### src/rtl/lswc_pkg.sv
// Shared types and constants for the line segment window clipper.
// Depends on nothing; every other file of the block imports it.

package lswc_pkg;

    // Outcode bits of a point against the clip window.
    localparam int CODE_BITS = 4;
    typedef logic [CODE_BITS-1:0] code_t;

    localparam code_t CODE_LEFT  = 4'b0001;
    localparam code_t CODE_RIGHT = 4'b0010;
    localparam code_t CODE_BELOW = 4'b0100;
    localparam code_t CODE_ABOVE = 4'b1000;

    // Clip steps allowed before a segment is given up as rejected.
    localparam int MAX_PASSES = 8;
    localparam int PASS_BITS  = 4;
    typedef logic [PASS_BITS-1:0] pass_t;

    // Configuration register indexes.
    localparam int CFG_INDEX_BITS = 8;
    typedef logic [CFG_INDEX_BITS-1:0] cfg_index_t;

    localparam cfg_index_t REG_WINDOW_LEFT   = 8'd0;
    localparam cfg_index_t REG_WINDOW_BOTTOM = 8'd1;
    localparam cfg_index_t REG_WINDOW_RIGHT  = 8'd2;
    localparam cfg_index_t REG_WINDOW_TOP    = 8'd3;

endpackage

### src/rtl/line_segment_window_clipper.sv
// Top level of the Cohen-Sutherland line segment window clipper.
// Depends on lswc_pkg, lswc_front, lswc_fifo, lswc_back.
//
//  Channel  | Direction | Handshake              | Payload
//  ---------+-----------+------------------------+--------------------------------------
//  s_axis   | in        | tvalid / tready        | tdata: start_x, start_y, end_x, end_y
//  m_axis   | out       | tvalid / tready        | tdata: clipped coords; tuser: visible
//  cfg      | in        | cfg_valid / cfg_ready  | cfg_index, cfg_data (window register)
//
// A transaction on s_axis is registered by the front end, classified
// combinationally from those registers, then written into a two-entry queue.
// The back end takes one segment at a time. A trivially accepted or rejected
// segment is loaded in S_IDLE, decided in S_CHECK and held in S_OUT; every
// clip step runs S_MUL, S_DSTART, S_DIV, S_ADD and S_CODE, with the bit-serial
// divider in S_DIV, and a segment takes at most eight clip steps. Reset clears
// all valid flags and loads the default window. Either side may stall: the
// queue keeps the front end taking transactions while a result waits on m_axis.

module line_segment_window_clipper #(
    parameter int COORD_BITS    = 16,
    parameter int FRACTION_BITS = 8
) (
    input  logic                                    clk,
    input  logic                                    rst_n,
    // s_axis tdata from bit 0: start_x, start_y, end_x, end_y, zero padding.
    input  logic                                    s_axis_tvalid,
    output logic                                    s_axis_tready,
    input  logic [8*((4*COORD_BITS+7)/8)-1:0]       s_axis_tdata,
    // m_axis tdata from bit 0: clipped_start_x, clipped_start_y,
    // clipped_end_x, clipped_end_y, zero padding. tuser: visible.
    output logic                                    m_axis_tvalid,
    input  logic                                    m_axis_tready,
    output logic [8*((4*COORD_BITS+7)/8)-1:0]       m_axis_tdata,
    output logic                                    m_axis_tuser,
    // Window configuration writes.
    input  logic                                    cfg_valid,
    output logic                                    cfg_ready,
    input  lswc_pkg::cfg_index_t                    cfg_index,
    input  logic [COORD_BITS-1:0]                   cfg_data
);
    import lswc_pkg::*;

    localparam int FX         = COORD_BITS + FRACTION_BITS;
    localparam int ENTRY_BITS = 4 * FX + 2 * CODE_BITS;
    localparam int DATA_BITS  = 8 * ((4 * COORD_BITS + 7) / 8);
    localparam int PAD_BITS   = DATA_BITS - 4 * COORD_BITS;

    // Window registers; the user must write them only while the block is idle; the block does not enforce it.
    logic signed [COORD_BITS-1:0] window_left_reg;
    logic signed [COORD_BITS-1:0] window_bottom_reg;
    logic signed [COORD_BITS-1:0] window_right_reg;
    logic signed [COORD_BITS-1:0] window_top_reg;

    assign cfg_ready = 1'b1;

    always_ff @(posedge clk or negedge rst_n)
    begin
        if (!rst_n)
        begin
            window_left_reg   <= COORD_BITS'(100);
            window_bottom_reg <= COORD_BITS'(100);
            window_right_reg  <= COORD_BITS'(300);
            window_top_reg    <= COORD_BITS'(300);
        end
        else if (cfg_valid && cfg_ready)
        begin
            case (cfg_index)
                REG_WINDOW_LEFT:   window_left_reg   <= cfg_data;
                REG_WINDOW_BOTTOM: window_bottom_reg <= cfg_data;
                REG_WINDOW_RIGHT:  window_right_reg  <= cfg_data;
                REG_WINDOW_TOP:    window_top_reg    <= cfg_data;
                default:
                begin
                end
            endcase
        end
    end

    // Front end to queue to back end.
    logic                  push;
    logic [ENTRY_BITS-1:0] push_data;
    logic                  pop;
    logic [ENTRY_BITS-1:0] pop_data;
    logic                  queue_full;
    logic                  queue_empty;

    lswc_front #(.COORD_BITS(COORD_BITS), .FRACTION_BITS(FRACTION_BITS)) u_front (
        .clk(clk), .rst_n(rst_n),
        .in_valid(s_axis_tvalid), .in_ready(s_axis_tready),
        .start_x(s_axis_tdata[COORD_BITS-1:0]),
        .start_y(s_axis_tdata[2*COORD_BITS-1:COORD_BITS]),
        .end_x(s_axis_tdata[3*COORD_BITS-1:2*COORD_BITS]),
        .end_y(s_axis_tdata[4*COORD_BITS-1:3*COORD_BITS]),
        .window_left(window_left_reg), .window_bottom(window_bottom_reg),
        .window_right(window_right_reg), .window_top(window_top_reg),
        .push(push), .push_data(push_data), .queue_full(queue_full)
    );

    lswc_fifo #(.WIDTH(ENTRY_BITS), .DEPTH(2)) u_fifo (
        .clk(clk), .rst_n(rst_n),
        .push(push), .push_data(push_data),
        .pop(pop), .pop_data(pop_data),
        .full(queue_full), .empty(queue_empty)
    );

    logic signed [COORD_BITS-1:0] clipped_start_x;
    logic signed [COORD_BITS-1:0] clipped_start_y;
    logic signed [COORD_BITS-1:0] clipped_end_x;
    logic signed [COORD_BITS-1:0] clipped_end_y;

    lswc_back #(.COORD_BITS(COORD_BITS), .FRACTION_BITS(FRACTION_BITS)) u_back (
        .clk(clk), .rst_n(rst_n),
        .queue_empty(queue_empty), .queue_data(pop_data), .pop(pop),
        .window_left(window_left_reg), .window_bottom(window_bottom_reg),
        .window_right(window_right_reg), .window_top(window_top_reg),
        .out_valid(m_axis_tvalid), .out_ready(m_axis_tready),
        .visible(m_axis_tuser),
        .clipped_start_x(clipped_start_x), .clipped_start_y(clipped_start_y),
        .clipped_end_x(clipped_end_x), .clipped_end_y(clipped_end_y)
    );

    // The padding is empty when four coordinates fill whole bytes.
    generate
        if (PAD_BITS > 0)
        begin : g_pad
            assign m_axis_tdata = {{PAD_BITS{1'b0}}, clipped_end_y, clipped_end_x,
                                   clipped_start_y, clipped_start_x};
        end
        else
        begin : g_nopad
            assign m_axis_tdata = {clipped_end_y, clipped_end_x,
                                   clipped_start_y, clipped_start_x};
        end
    endgenerate

endmodule

### src/rtl/lswc_outcode.sv
// Outcode of one fixed-point point against the integer clip window.
// Depends on lswc_pkg.

module lswc_outcode #(
    parameter int COORD_BITS    = 16,
    parameter int FRACTION_BITS = 8
) (
    input  logic signed [COORD_BITS+FRACTION_BITS-1:0] x,
    input  logic signed [COORD_BITS+FRACTION_BITS-1:0] y,
    input  logic signed [COORD_BITS-1:0]               window_left,
    input  logic signed [COORD_BITS-1:0]               window_bottom,
    input  logic signed [COORD_BITS-1:0]               window_right,
    input  logic signed [COORD_BITS-1:0]               window_top,
    output lswc_pkg::code_t                             code
);
    import lswc_pkg::*;

    localparam int FX = COORD_BITS + FRACTION_BITS;

    logic signed [FX-1:0] left_fx;
    logic signed [FX-1:0] bottom_fx;
    logic signed [FX-1:0] right_fx;
    logic signed [FX-1:0] top_fx;

    assign left_fx   = FX'(window_left)   <<< FRACTION_BITS;
    assign bottom_fx = FX'(window_bottom) <<< FRACTION_BITS;
    assign right_fx  = FX'(window_right)  <<< FRACTION_BITS;
    assign top_fx    = FX'(window_top)    <<< FRACTION_BITS;

    // Left wins over right and below over above, as in the classic scheme.
    always_comb
    begin
        code = '0;
        if (x < left_fx)
        begin
            code = code | CODE_LEFT;
        end
        else if (x > right_fx)
        begin
            code = code | CODE_RIGHT;
        end
        if (y < bottom_fx)
        begin
            code = code | CODE_BELOW;
        end
        else if (y > top_fx)
        begin
            code = code | CODE_ABOVE;
        end
    end

endmodule

### src/rtl/lswc_fifo.sv
// Short first-in first-out queue between the front and the back end.
// Depends on lswc_pkg only for the house import convention.

module lswc_fifo #(
    parameter int WIDTH = 104,
    parameter int DEPTH = 2
) (
    input  logic             clk,
    input  logic             rst_n,
    input  logic             push,
    input  logic [WIDTH-1:0] push_data,
    input  logic             pop,
    output logic [WIDTH-1:0] pop_data,
    output logic             full,
    output logic             empty
);
    import lswc_pkg::*;

    localparam int PTR_BITS   = (DEPTH > 1) ? $clog2(DEPTH) : 1;
    localparam int COUNT_BITS = $clog2(DEPTH + 1);

    logic [WIDTH-1:0]      mem [DEPTH];
    logic [PTR_BITS-1:0]   wr_ptr_reg;
    logic [PTR_BITS-1:0]   rd_ptr_reg;
    logic [COUNT_BITS-1:0] count_reg;
    logic                  do_push;
    logic                  do_pop;

    assign full     = (count_reg == COUNT_BITS'(DEPTH));
    assign empty    = (count_reg == '0);
    assign do_push  = push && !full;
    assign do_pop   = pop && !empty;
    assign pop_data = mem[rd_ptr_reg];

    always_ff @(posedge clk)
    begin
        if (do_push)
        begin
            mem[wr_ptr_reg] <= push_data;
        end
    end

    always_ff @(posedge clk or negedge rst_n)
    begin
        if (!rst_n)
        begin
            wr_ptr_reg <= '0;
            rd_ptr_reg <= '0;
            count_reg  <= '0;
        end
        else
        begin
            if (do_push)
            begin
                wr_ptr_reg <= (wr_ptr_reg == PTR_BITS'(DEPTH - 1)) ? '0 : wr_ptr_reg + 1'b1;
            end
            if (do_pop)
            begin
                rd_ptr_reg <= (rd_ptr_reg == PTR_BITS'(DEPTH - 1)) ? '0 : rd_ptr_reg + 1'b1;
            end
            if (do_push && !do_pop)
            begin
                count_reg <= count_reg + 1'b1;
            end
            else if (do_pop && !do_push)
            begin
                count_reg <= count_reg - 1'b1;
            end
        end
    end

    assert property (@(posedge clk) disable iff (!rst_n) push |-> !full)
        else $error("queue written while full");
    assert property (@(posedge clk) disable iff (!rst_n) pop |-> !empty)
        else $error("queue read while empty");
    assert property (@(posedge clk) disable iff (!rst_n)
                     (do_push && !do_pop) |=> !empty)
        else $error("queue lost an entry");

endmodule

### src/rtl/lswc_front.sv
// Front end: takes segment transactions, converts endpoints to fixed point
// and classifies them with outcodes. Depends on lswc_pkg and lswc_outcode.

module lswc_front #(
    parameter int COORD_BITS    = 16,
    parameter int FRACTION_BITS = 8
) (
    input  logic                                        clk,
    input  logic                                        rst_n,
    input  logic                                        in_valid,
    output logic                                        in_ready,
    input  logic signed [COORD_BITS-1:0]                start_x,
    input  logic signed [COORD_BITS-1:0]                start_y,
    input  logic signed [COORD_BITS-1:0]                end_x,
    input  logic signed [COORD_BITS-1:0]                end_y,
    input  logic signed [COORD_BITS-1:0]                window_left,
    input  logic signed [COORD_BITS-1:0]                window_bottom,
    input  logic signed [COORD_BITS-1:0]                window_right,
    input  logic signed [COORD_BITS-1:0]                window_top,
    output logic                                        push,
    output logic [4*(COORD_BITS+FRACTION_BITS)+2*lswc_pkg::CODE_BITS-1:0] push_data,
    input  logic                                        queue_full
);
    import lswc_pkg::*;

    localparam int FX = COORD_BITS + FRACTION_BITS;

    logic                 hold_valid_reg;
    logic signed [FX-1:0] x1_reg;
    logic signed [FX-1:0] y1_reg;
    logic signed [FX-1:0] x2_reg;
    logic signed [FX-1:0] y2_reg;
    code_t                c1;
    code_t                c2;

    assign push     = hold_valid_reg && !queue_full;
    assign in_ready = !hold_valid_reg || !queue_full;

    lswc_outcode #(.COORD_BITS(COORD_BITS), .FRACTION_BITS(FRACTION_BITS)) u_code1 (
        .x(x1_reg), .y(y1_reg),
        .window_left(window_left), .window_bottom(window_bottom),
        .window_right(window_right), .window_top(window_top),
        .code(c1)
    );

    lswc_outcode #(.COORD_BITS(COORD_BITS), .FRACTION_BITS(FRACTION_BITS)) u_code2 (
        .x(x2_reg), .y(y2_reg),
        .window_left(window_left), .window_bottom(window_bottom),
        .window_right(window_right), .window_top(window_top),
        .code(c2)
    );

    // Queue entry from the lowest bit: x1, y1, x2, y2, c1, c2.
    assign push_data = {c2, c1, y2_reg, x2_reg, y1_reg, x1_reg};

    always_ff @(posedge clk)
    begin
        if (in_valid && in_ready)
        begin
            x1_reg <= FX'(start_x) <<< FRACTION_BITS;
            y1_reg <= FX'(start_y) <<< FRACTION_BITS;
            x2_reg <= FX'(end_x)   <<< FRACTION_BITS;
            y2_reg <= FX'(end_y)   <<< FRACTION_BITS;
        end
    end

    always_ff @(posedge clk or negedge rst_n)
    begin
        if (!rst_n)
        begin
            hold_valid_reg <= 1'b0;
        end
        else if (in_valid && in_ready)
        begin
            hold_valid_reg <= 1'b1;
        end
        else if (push)
        begin
            hold_valid_reg <= 1'b0;
        end
    end

endmodule

### src/rtl/lswc_divider.sv
// Restoring divider on magnitudes, one quotient bit per cycle.
// Depends on lswc_pkg only for the house import convention.

module lswc_divider #(
    parameter int NUM_BITS = 50,
    parameter int DEN_BITS = 25
) (
    input  logic                clk,
    input  logic                rst_n,
    input  logic                start,
    input  logic [NUM_BITS-1:0] numerator,
    input  logic [DEN_BITS-1:0] denominator,
    output logic                done,
    output logic [NUM_BITS-1:0] quotient
);
    import lswc_pkg::*;

    localparam int CNT_BITS = $clog2(NUM_BITS + 1);

    logic [NUM_BITS-1:0] quo_reg;
    logic [DEN_BITS-1:0] rem_reg;
    logic [DEN_BITS-1:0] den_reg;
    logic [CNT_BITS-1:0] count_reg;
    logic                busy_reg;
    logic                done_reg;
    logic [DEN_BITS:0]   shifted;
    logic [DEN_BITS:0]   trial;
    logic                fits;

    assign shifted  = {rem_reg, quo_reg[NUM_BITS-1]};
    assign trial    = shifted - {1'b0, den_reg};
    assign fits     = (shifted >= {1'b0, den_reg});
    assign done     = done_reg;
    assign quotient = quo_reg;

    always_ff @(posedge clk)
    begin
        if (start)
        begin
            quo_reg <= numerator;
            rem_reg <= '0;
            den_reg <= denominator;
        end
        else if (busy_reg)
        begin
            quo_reg <= {quo_reg[NUM_BITS-2:0], fits};
            rem_reg <= fits ? trial[DEN_BITS-1:0] : shifted[DEN_BITS-1:0];
        end
    end

    always_ff @(posedge clk or negedge rst_n)
    begin
        if (!rst_n)
        begin
            busy_reg  <= 1'b0;
            done_reg  <= 1'b0;
            count_reg <= '0;
        end
        else
        begin
            done_reg <= 1'b0;
            if (start)
            begin
                busy_reg  <= 1'b1;
                count_reg <= CNT_BITS'(NUM_BITS);
            end
            else if (busy_reg)
            begin
                count_reg <= count_reg - 1'b1;
                if (count_reg == CNT_BITS'(1))
                begin
                    busy_reg <= 1'b0;
                    done_reg <= 1'b1;
                end
            end
        end
    end

endmodule

### src/rtl/lswc_back.sv
// Back end: runs the clip loop on one queued segment with a shared multiplier
// and serial divider, then holds the result. Depends on lswc_pkg, lswc_outcode,
// lswc_divider.

module lswc_back #(
    parameter int COORD_BITS    = 16,
    parameter int FRACTION_BITS = 8
) (
    input  logic                                        clk,
    input  logic                                        rst_n,
    input  logic                                        queue_empty,
    input  logic [4*(COORD_BITS+FRACTION_BITS)+2*lswc_pkg::CODE_BITS-1:0] queue_data,
    output logic                                        pop,
    input  logic signed [COORD_BITS-1:0]                window_left,
    input  logic signed [COORD_BITS-1:0]                window_bottom,
    input  logic signed [COORD_BITS-1:0]                window_right,
    input  logic signed [COORD_BITS-1:0]                window_top,
    output logic                                        out_valid,
    input  logic                                        out_ready,
    output logic                                        visible,
    output logic signed [COORD_BITS-1:0]                clipped_start_x,
    output logic signed [COORD_BITS-1:0]                clipped_start_y,
    output logic signed [COORD_BITS-1:0]                clipped_end_x,
    output logic signed [COORD_BITS-1:0]                clipped_end_y
);
    import lswc_pkg::*;

    localparam int FX    = COORD_BITS + FRACTION_BITS;
    localparam int DIFFW = FX + 1;
    localparam int PW    = 2 * DIFFW;
    localparam logic signed [DIFFW-1:0] HALF = DIFFW'((2 ** FRACTION_BITS) / 2);

    typedef enum logic [2:0] {
        S_IDLE, S_CHECK, S_MUL, S_DSTART, S_DIV, S_ADD, S_CODE, S_OUT
    } state_t;

    state_t               state_reg;
    logic signed [FX-1:0] x1_reg;
    logic signed [FX-1:0] y1_reg;
    logic signed [FX-1:0] x2_reg;
    logic signed [FX-1:0] y2_reg;
    code_t                c1_reg;
    code_t                c2_reg;
    pass_t                pass_reg;
    logic                 first_reg;
    logic                 vert_reg;
    logic signed [FX-1:0] edge_reg;
    logic signed [FX-1:0] base_reg;
    logic signed [DIFFW-1:0] mul_a_reg;
    logic signed [DIFFW-1:0] mul_b_reg;
    logic signed [DIFFW-1:0] den_reg;
    logic signed [PW-1:0]    prod_reg;
    logic                    neg_reg;
    logic                    out_valid_reg;
    logic                    visible_reg;
    logic signed [COORD_BITS-1:0] csx_reg;
    logic signed [COORD_BITS-1:0] csy_reg;
    logic signed [COORD_BITS-1:0] cex_reg;
    logic signed [COORD_BITS-1:0] cey_reg;

    // Fixed-point window edges and saturation bounds.
    logic signed [FX-1:0] left_fx;
    logic signed [FX-1:0] bottom_fx;
    logic signed [FX-1:0] right_fx;
    logic signed [FX-1:0] top_fx;
    logic signed [PW:0]   sat_hi;
    logic signed [PW:0]   sat_lo;

    assign left_fx   = FX'(window_left)   <<< FRACTION_BITS;
    assign bottom_fx = FX'(window_bottom) <<< FRACTION_BITS;
    assign right_fx  = FX'(window_right)  <<< FRACTION_BITS;
    assign top_fx    = FX'(window_top)    <<< FRACTION_BITS;
    assign sat_hi    = (PW + 1)'({1'b0, {(COORD_BITS-1){1'b1}}}) <<< FRACTION_BITS;
    assign sat_lo    = (PW + 1)'($signed({1'b1, {(COORD_BITS-1){1'b0}}})) <<< FRACTION_BITS;

    // Clip step decisions taken in S_CHECK.
    code_t                co;
    logic                 pick_first;
    logic                 is_vert;
    logic signed [FX-1:0] edge_sel;
    logic signed [DIFFW-1:0] den_sel;
    logic                    both_in;
    logic                    reject;

    assign pick_first = (c1_reg != '0);
    assign co         = pick_first ? c1_reg : c2_reg;
    assign is_vert    = ((co & (CODE_ABOVE | CODE_BELOW)) != '0);
    assign both_in    = (c1_reg == '0) && (c2_reg == '0);

    always_comb
    begin
        if (is_vert)
        begin
            edge_sel = ((co & CODE_ABOVE) != '0) ? top_fx : bottom_fx;
            den_sel  = DIFFW'(y2_reg) - DIFFW'(y1_reg);
        end
        else
        begin
            edge_sel = ((co & CODE_RIGHT) != '0) ? right_fx : left_fx;
            den_sel  = DIFFW'(x2_reg) - DIFFW'(x1_reg);
        end
    end

    assign reject = ((c1_reg & c2_reg) != '0) || (pass_reg == PASS_BITS'(MAX_PASSES))
                    || (den_sel == '0);

    // Divider on magnitudes; the sign is put back afterwards.
    logic [PW-1:0]    num_mag;
    logic [DIFFW-1:0] den_mag;
    logic [PW-1:0]    quo_mag;
    logic             div_done;
    logic signed [PW-1:0] quo_signed;
    logic signed [PW:0]   sum;
    logic signed [FX-1:0] sum_sat;

    assign num_mag = prod_reg[PW-1] ? PW'(-prod_reg) : PW'(prod_reg);
    assign den_mag = den_reg[DIFFW-1] ? DIFFW'(-den_reg) : DIFFW'(den_reg);

    lswc_divider #(.NUM_BITS(PW), .DEN_BITS(DIFFW)) u_div (
        .clk(clk), .rst_n(rst_n),
        .start(state_reg == S_DSTART),
        .numerator(num_mag), .denominator(den_mag),
        .done(div_done), .quotient(quo_mag)
    );

    assign quo_signed = neg_reg ? -$signed(quo_mag) : $signed(quo_mag);
    assign sum        = (PW + 1)'(base_reg) + (PW + 1)'(quo_signed);
    assign sum_sat    = (sum > sat_hi) ? FX'(sat_hi) : ((sum < sat_lo) ? FX'(sat_lo) : FX'(sum));

    // Outcode of the endpoint that was just moved.
    code_t moved_code;

    lswc_outcode #(.COORD_BITS(COORD_BITS), .FRACTION_BITS(FRACTION_BITS)) u_code (
        .x(first_reg ? x1_reg : x2_reg), .y(first_reg ? y1_reg : y2_reg),
        .window_left(window_left), .window_bottom(window_bottom),
        .window_right(window_right), .window_top(window_top),
        .code(moved_code)
    );

    // Round half up: add one half, then floor by an arithmetic shift.
    function automatic logic signed [COORD_BITS-1:0] round_out(input logic signed [FX-1:0] v);
        logic signed [DIFFW-1:0] t;
        begin
            t = DIFFW'(v) + HALF;
            return COORD_BITS'(t >>> FRACTION_BITS);
        end
    endfunction

    assign pop             = (state_reg == S_IDLE) && !queue_empty;
    assign out_valid       = out_valid_reg;
    assign visible         = visible_reg;
    assign clipped_start_x = csx_reg;
    assign clipped_start_y = csy_reg;
    assign clipped_end_x   = cex_reg;
    assign clipped_end_y   = cey_reg;

    always_ff @(posedge clk or negedge rst_n)
    begin
        if (!rst_n)
        begin
            state_reg     <= S_IDLE;
            out_valid_reg <= 1'b0;
            pass_reg      <= '0;
        end
        else
        begin
            case (state_reg)
                S_IDLE:
                begin
                    if (!queue_empty)
                    begin
                        {c2_reg, c1_reg, y2_reg, x2_reg, y1_reg, x1_reg} <= queue_data;
                        pass_reg  <= '0;
                        state_reg <= S_CHECK;
                    end
                end
                S_CHECK:
                begin
                    if (both_in)
                    begin
                        visible_reg   <= 1'b1;
                        csx_reg       <= round_out(x1_reg);
                        csy_reg       <= round_out(y1_reg);
                        cex_reg       <= round_out(x2_reg);
                        cey_reg       <= round_out(y2_reg);
                        out_valid_reg <= 1'b1;
                        state_reg     <= S_OUT;
                    end
                    else if (reject)
                    begin
                        visible_reg   <= 1'b0;
                        csx_reg       <= '0;
                        csy_reg       <= '0;
                        cex_reg       <= '0;
                        cey_reg       <= '0;
                        out_valid_reg <= 1'b1;
                        state_reg     <= S_OUT;
                    end
                    else
                    begin
                        first_reg <= pick_first;
                        vert_reg  <= is_vert;
                        edge_reg  <= edge_sel;
                        den_reg   <= den_sel;
                        if (is_vert)
                        begin
                            mul_a_reg <= DIFFW'(x2_reg) - DIFFW'(x1_reg);
                            mul_b_reg <= DIFFW'(edge_sel) - DIFFW'(y1_reg);
                            base_reg  <= x1_reg;
                        end
                        else
                        begin
                            mul_a_reg <= DIFFW'(y2_reg) - DIFFW'(y1_reg);
                            mul_b_reg <= DIFFW'(edge_sel) - DIFFW'(x1_reg);
                            base_reg  <= y1_reg;
                        end
                        state_reg <= S_MUL;
                    end
                end
                S_MUL:
                begin
                    prod_reg  <= mul_a_reg * mul_b_reg;
                    state_reg <= S_DSTART;
                end
                S_DSTART:
                begin
                    neg_reg   <= prod_reg[PW-1] ^ den_reg[DIFFW-1];
                    state_reg <= S_DIV;
                end
                S_DIV:
                begin
                    if (div_done)
                    begin
                        state_reg <= S_ADD;
                    end
                end
                S_ADD:
                begin
                    if (first_reg)
                    begin
                        x1_reg <= vert_reg ? sum_sat : edge_reg;
                        y1_reg <= vert_reg ? edge_reg : sum_sat;
                    end
                    else
                    begin
                        x2_reg <= vert_reg ? sum_sat : edge_reg;
                        y2_reg <= vert_reg ? edge_reg : sum_sat;
                    end
                    pass_reg  <= pass_reg + 1'b1;
                    state_reg <= S_CODE;
                end
                S_CODE:
                begin
                    if (first_reg)
                    begin
                        c1_reg <= moved_code;
                    end
                    else
                    begin
                        c2_reg <= moved_code;
                    end
                    state_reg <= S_CHECK;
                end
                S_OUT:
                begin
                    if (out_ready)
                    begin
                        out_valid_reg <= 1'b0;
                        state_reg     <= S_IDLE;
                    end
                end
                default:
                begin
                    state_reg <= S_IDLE;
                end
            endcase
        end
    end

    assert property (@(posedge clk) disable iff (!rst_n)
                     (state_reg == S_DIV) |-> (den_reg != '0))
        else $error("division started with a zero divisor");
    assert property (@(posedge clk) disable iff (!rst_n)
                     pass_reg <= PASS_BITS'(MAX_PASSES))
        else $error("clip loop ran past its pass limit");
    assert property (@(posedge clk) disable iff (!rst_n)
                     (out_valid_reg && !visible_reg) |->
                     (csx_reg == '0 && csy_reg == '0 && cex_reg == '0 && cey_reg == '0))
        else $error("rejected segment carries nonzero coordinates");
    assert property (@(posedge clk) disable iff (!rst_n)
                     out_valid_reg |-> (state_reg == S_OUT))
        else $error("result valid outside the output state");

endmodule

### config.mk
export PLATFORM = sky130hd
export DESIGN_NAME = line_segment_window_clipper
export DESIGN_NICKNAME = d
export VERILOG_FILES = /design/src/rtl/lswc_pkg.sv /design/src/rtl/line_segment_window_clipper.sv /design/src/rtl/lswc_outcode.sv /design/src/rtl/lswc_fifo.sv /design/src/rtl/lswc_front.sv /design/src/rtl/lswc_divider.sv /design/src/rtl/lswc_back.sv
export SDC_FILE = /design/constraint.sdc
export NUM_CORES = 2
export LEC_CHECK = 0
export ABC_AREA = 1
export BUFFER_PORTS_ARGS = -buffer_cell sky130_fd_sc_hd__clkbuf_2
export CAP_MARGIN = 0
export CORE_MARGIN = 2
export CORE_UTILIZATION = 45
export DETAILED_ROUTE_END_ITERATION = 16
export GPL_TIMING_DRIVEN = 0
export PLACE_DENSITY_LB_ADDON = 0.08
export SETUP_SLACK_MARGIN = 0.4
export SLEW_MARGIN = 20
export SYNTH_ARGS = -nofsm -noshare
export SYNTH_HDL_FRONTEND = slang
export SYNTH_SLANG_ARGS = --single-unit
### constraint.sdc
create_clock -name clk -period 7.4 [get_ports clk]
set_input_delay 0.37 -clock clk [delete_from_list [all_inputs] [get_ports clk]]
set_output_delay 0.37 -clock clk [all_outputs]
set_load 0.005 [all_outputs]
==> metrics.yaml <==
sta:
  timing.final.crit_share_pct: 97.3
  setup_viol: 0
  fin_ws_ps: 199
  max_freq_mhz: 139
  hold-worst-slack_ps: 47.3
  tns_ps: 0
  post-route-min-period_ps: 7200
  rsz0062_at_grt: "yes"
  drv_slew: 0
  final-hold-violation-count: 0
  finClkSkew_ps: 74.3
  tightestPinTransition_ps: 1230
  slew_headroom_pct: 17.4
setup_path:
  cp_max_fo: 6
  arrival_ps: 7670
  cp-end-kind: "register"
  cp_data_required_time_ps: 7870
  slowest_delay_ps: 720
  start_kind: "register"
  crit_buf_inv: 7
  critical_path.most_common_cell: "fa_1"
  critical_path.top_delay_family: "adder cells"
  path_cells: "clkbuf_16 > clkbuf_16 > nand2_4 > inv_4 > fa_2 > fa_2 > inv_4 > fa_1 > clkinvlp_4 > fa_1 > fa_1 > fa_1 > inv_2 > fa_1 > inv_2 > ha_4 > nand2_4 > nor2_4 > nand2_2 > nor3_4 > nand4_1 > nand4_1 > a21oi_2 > xor2_2"
  critPathKind: "register to register"
  critPathSlowestCell: "fa_2"
floorplan:
  initial_core_util_pct: 45.3
  fp.dieW_um: 400
  io_pins: 161
  rows: 145
  dieArea_um2: 160000
  coreArea_um2: 156000
  die_h_um: 400
routing:
  drt_iter0_markers: 5732
  m1WireLength_um: 114000
  route.vias.total: 60186
  wl_per_cell_um: 23.2
  drc: 0
  post_drt_via_cell_ratio: 5.35
  top_layer: "met5"
  drt-total-wl_um: 261000
  routed-wl-met2_um: 115000
  wl_met3_um: 19500
  first_pass_iters: 6
  ant_nets: 0
clocking:
  htree_levels: 3
  root_buffer: "clkbuf_16"
  clkLatencyLatePin_ps: 730
  cts_made_buffers: 81
  path_clk_slew_ps: 60
  clock_sinks: 730
  cts_buffer_depth: 3
  tritoncts: "built"
grt:
  grt-ovfl-total: 0
  grt_pass1_vias: 58412
  antenna_found_initial: 9
  grt_pass1_wl_um: 378000
  grt_max_degree: 61
  gr-usage-all-layers_pct: 32.5
finish:
  area_growth_pct: 16.1
  final_common_cell: "nand2_1"
  ff_latch_area_um2: 21300
  drive_gt1_share_pct: 10.3
  fill_cells: 14960
  largest_reg_flops: 144
  final_cell_mix: "2309 x nand2_1, 1751 x inv_1, 644 x fa_1, 620 x edfxtp_1, 478 x nor2_1"
  nNetsFinal: 10370
  multi_input_comb_area_um2: 43000
synth:
  yosysWarnings: 0
  async_flop_share_pct: 11.6
  synth_cell_types: 72
  synth-main-ff-cell: "edfxtp_1"
  syn_area_um2: 70600
  synthesis.nets: 9929
  syn_inst: 8695
  synth.ff_latch_count: 730
  syn_area_per_cell_um2: 8.12
  synth-edff-count: 620
  seq_area_frac_synth_pct: 30.1
placement:
  gp_congestion: 1.04
  dp_slack_ps: -2490
  detailed_place_hpwl_um: 217000
  portBuffers: 159
outcome:
  status: "complete, no violations"
flow_run:
  drv_cap: 0
min_path:
  hold_class: "primary input to register"
==> stage by stage <==
step | area (um2) | cells | util [%]
6_report | 82000 | 11259 | 52.6
5_1_grt | 82000 | 11258 | 52.5
4_1_cts | 80800 | 11212 | 51.8
3_5_place_dp | 74700 | 10938 | 47.8
3_3_place_gp | 74000 | 10912 | 47.4
2_1_floorplan | 70600 | 8695 | -
==> logic make-up (layout without fill, tap and decap cells) <==
kind of cell | Yosys count | count (layout) | synth area share (%)
buffers and inverters | 2077 | 2582 | 11.1
adder cells (fa/ha/maj) | 1141 | 1141 | 27.3
other | 1 | 2 | 0.00531
flip-flops | 730 | 730 | 30.1
AO/OA/AOI/OAI | 1002 | 1002 | 7.89
multiplexers | 4 | 4 | 0.0567
AND/OR/NAND/NOR | 3473 | 3473 | 20.2
XOR/XNOR | 267 | 267 | 3.31
==> routing by layer <==
metal  global-route usage (%)  up-vias
li1                         -    28177
met1                     45.9    29211
met2                     49.9     2357
met3                     5.10      437
met4                     12.7        4
met5                        0        -
==> synthesized netlist by cell type, types with 15 or more instances <==
cell	n	area, um2
nor4_1	44	275
o21bai_1	16	120
nor3_1	94	470
xor2_1	166	1450
inv_1	1798	6750
nand2_1	2333	8760
nand3b_1	18	135
clkbuf_1	245	920
nand2_2	24	150
dfxtp_1	25	500
fa_1	662	13300
o211ai_1	32	240
nand4_1	89	557
a21oi_1	344	1720
nand3_1	282	1410
xnor2_1	101	885
o21a_1	15	113
edfxtp_1	620	18600
o21ai_0	428	2140
a31oi_1	54	338
nor2_1	516	1940
dfrtp_1	71	1780
ha_1	479	5990
==> worst paths after layout <==
check                                         startpoint  cells past startpoint                        end  slack, ps
worst max-delay path                u_back.mul_a_reg[24]                     24        u_back.prod_reg[47]        200
worst min-delay path                        cfg_data[10]                      3         window_top_reg[10]         50
worst max register to register      u_back.mul_a_reg[24]                     24        u_back.prod_reg[47]        200
worst min register to register  u_back.u_div.rem_reg[19]                      2   u_back.u_div.rem_reg[19]        480
max in group asynchronous                          rst_n                      3  u_back.u_div.count_reg[4]       6540
min in group asynchronous                          rst_n                      2        window_right_reg[7]        170
==> worst min-delay path, cell delays in order <==
cell and delay (ps):
clkbuf_2 80, inv_1 110, o21ai_0 180
==> final cells by class <==
type	count	share of cell area (%)
multi-input combinational	5888	52.5
sequential	730	25.9
inverter	1808	8.32
timing repair buffer	358	3.61
tap	2058	3.14
buffer	269	3.07
clock buffer	88	2.53
clock inverter	59	0.937
antenna	1	0.00305
==> what timing repair did <==
item	in CTS	in global routing
gates resized for setup	576	246
hold endpoints to repair	163	0
hold buffers	74	0
pin swaps	82	102
buffers inserted	52	43
setup endpoints to repair	34	25
cloned	1	2
Power is left out: the tool's default activity adds up to more than one toggle a clock period on the data nets, which glitch-free logic cannot reach.
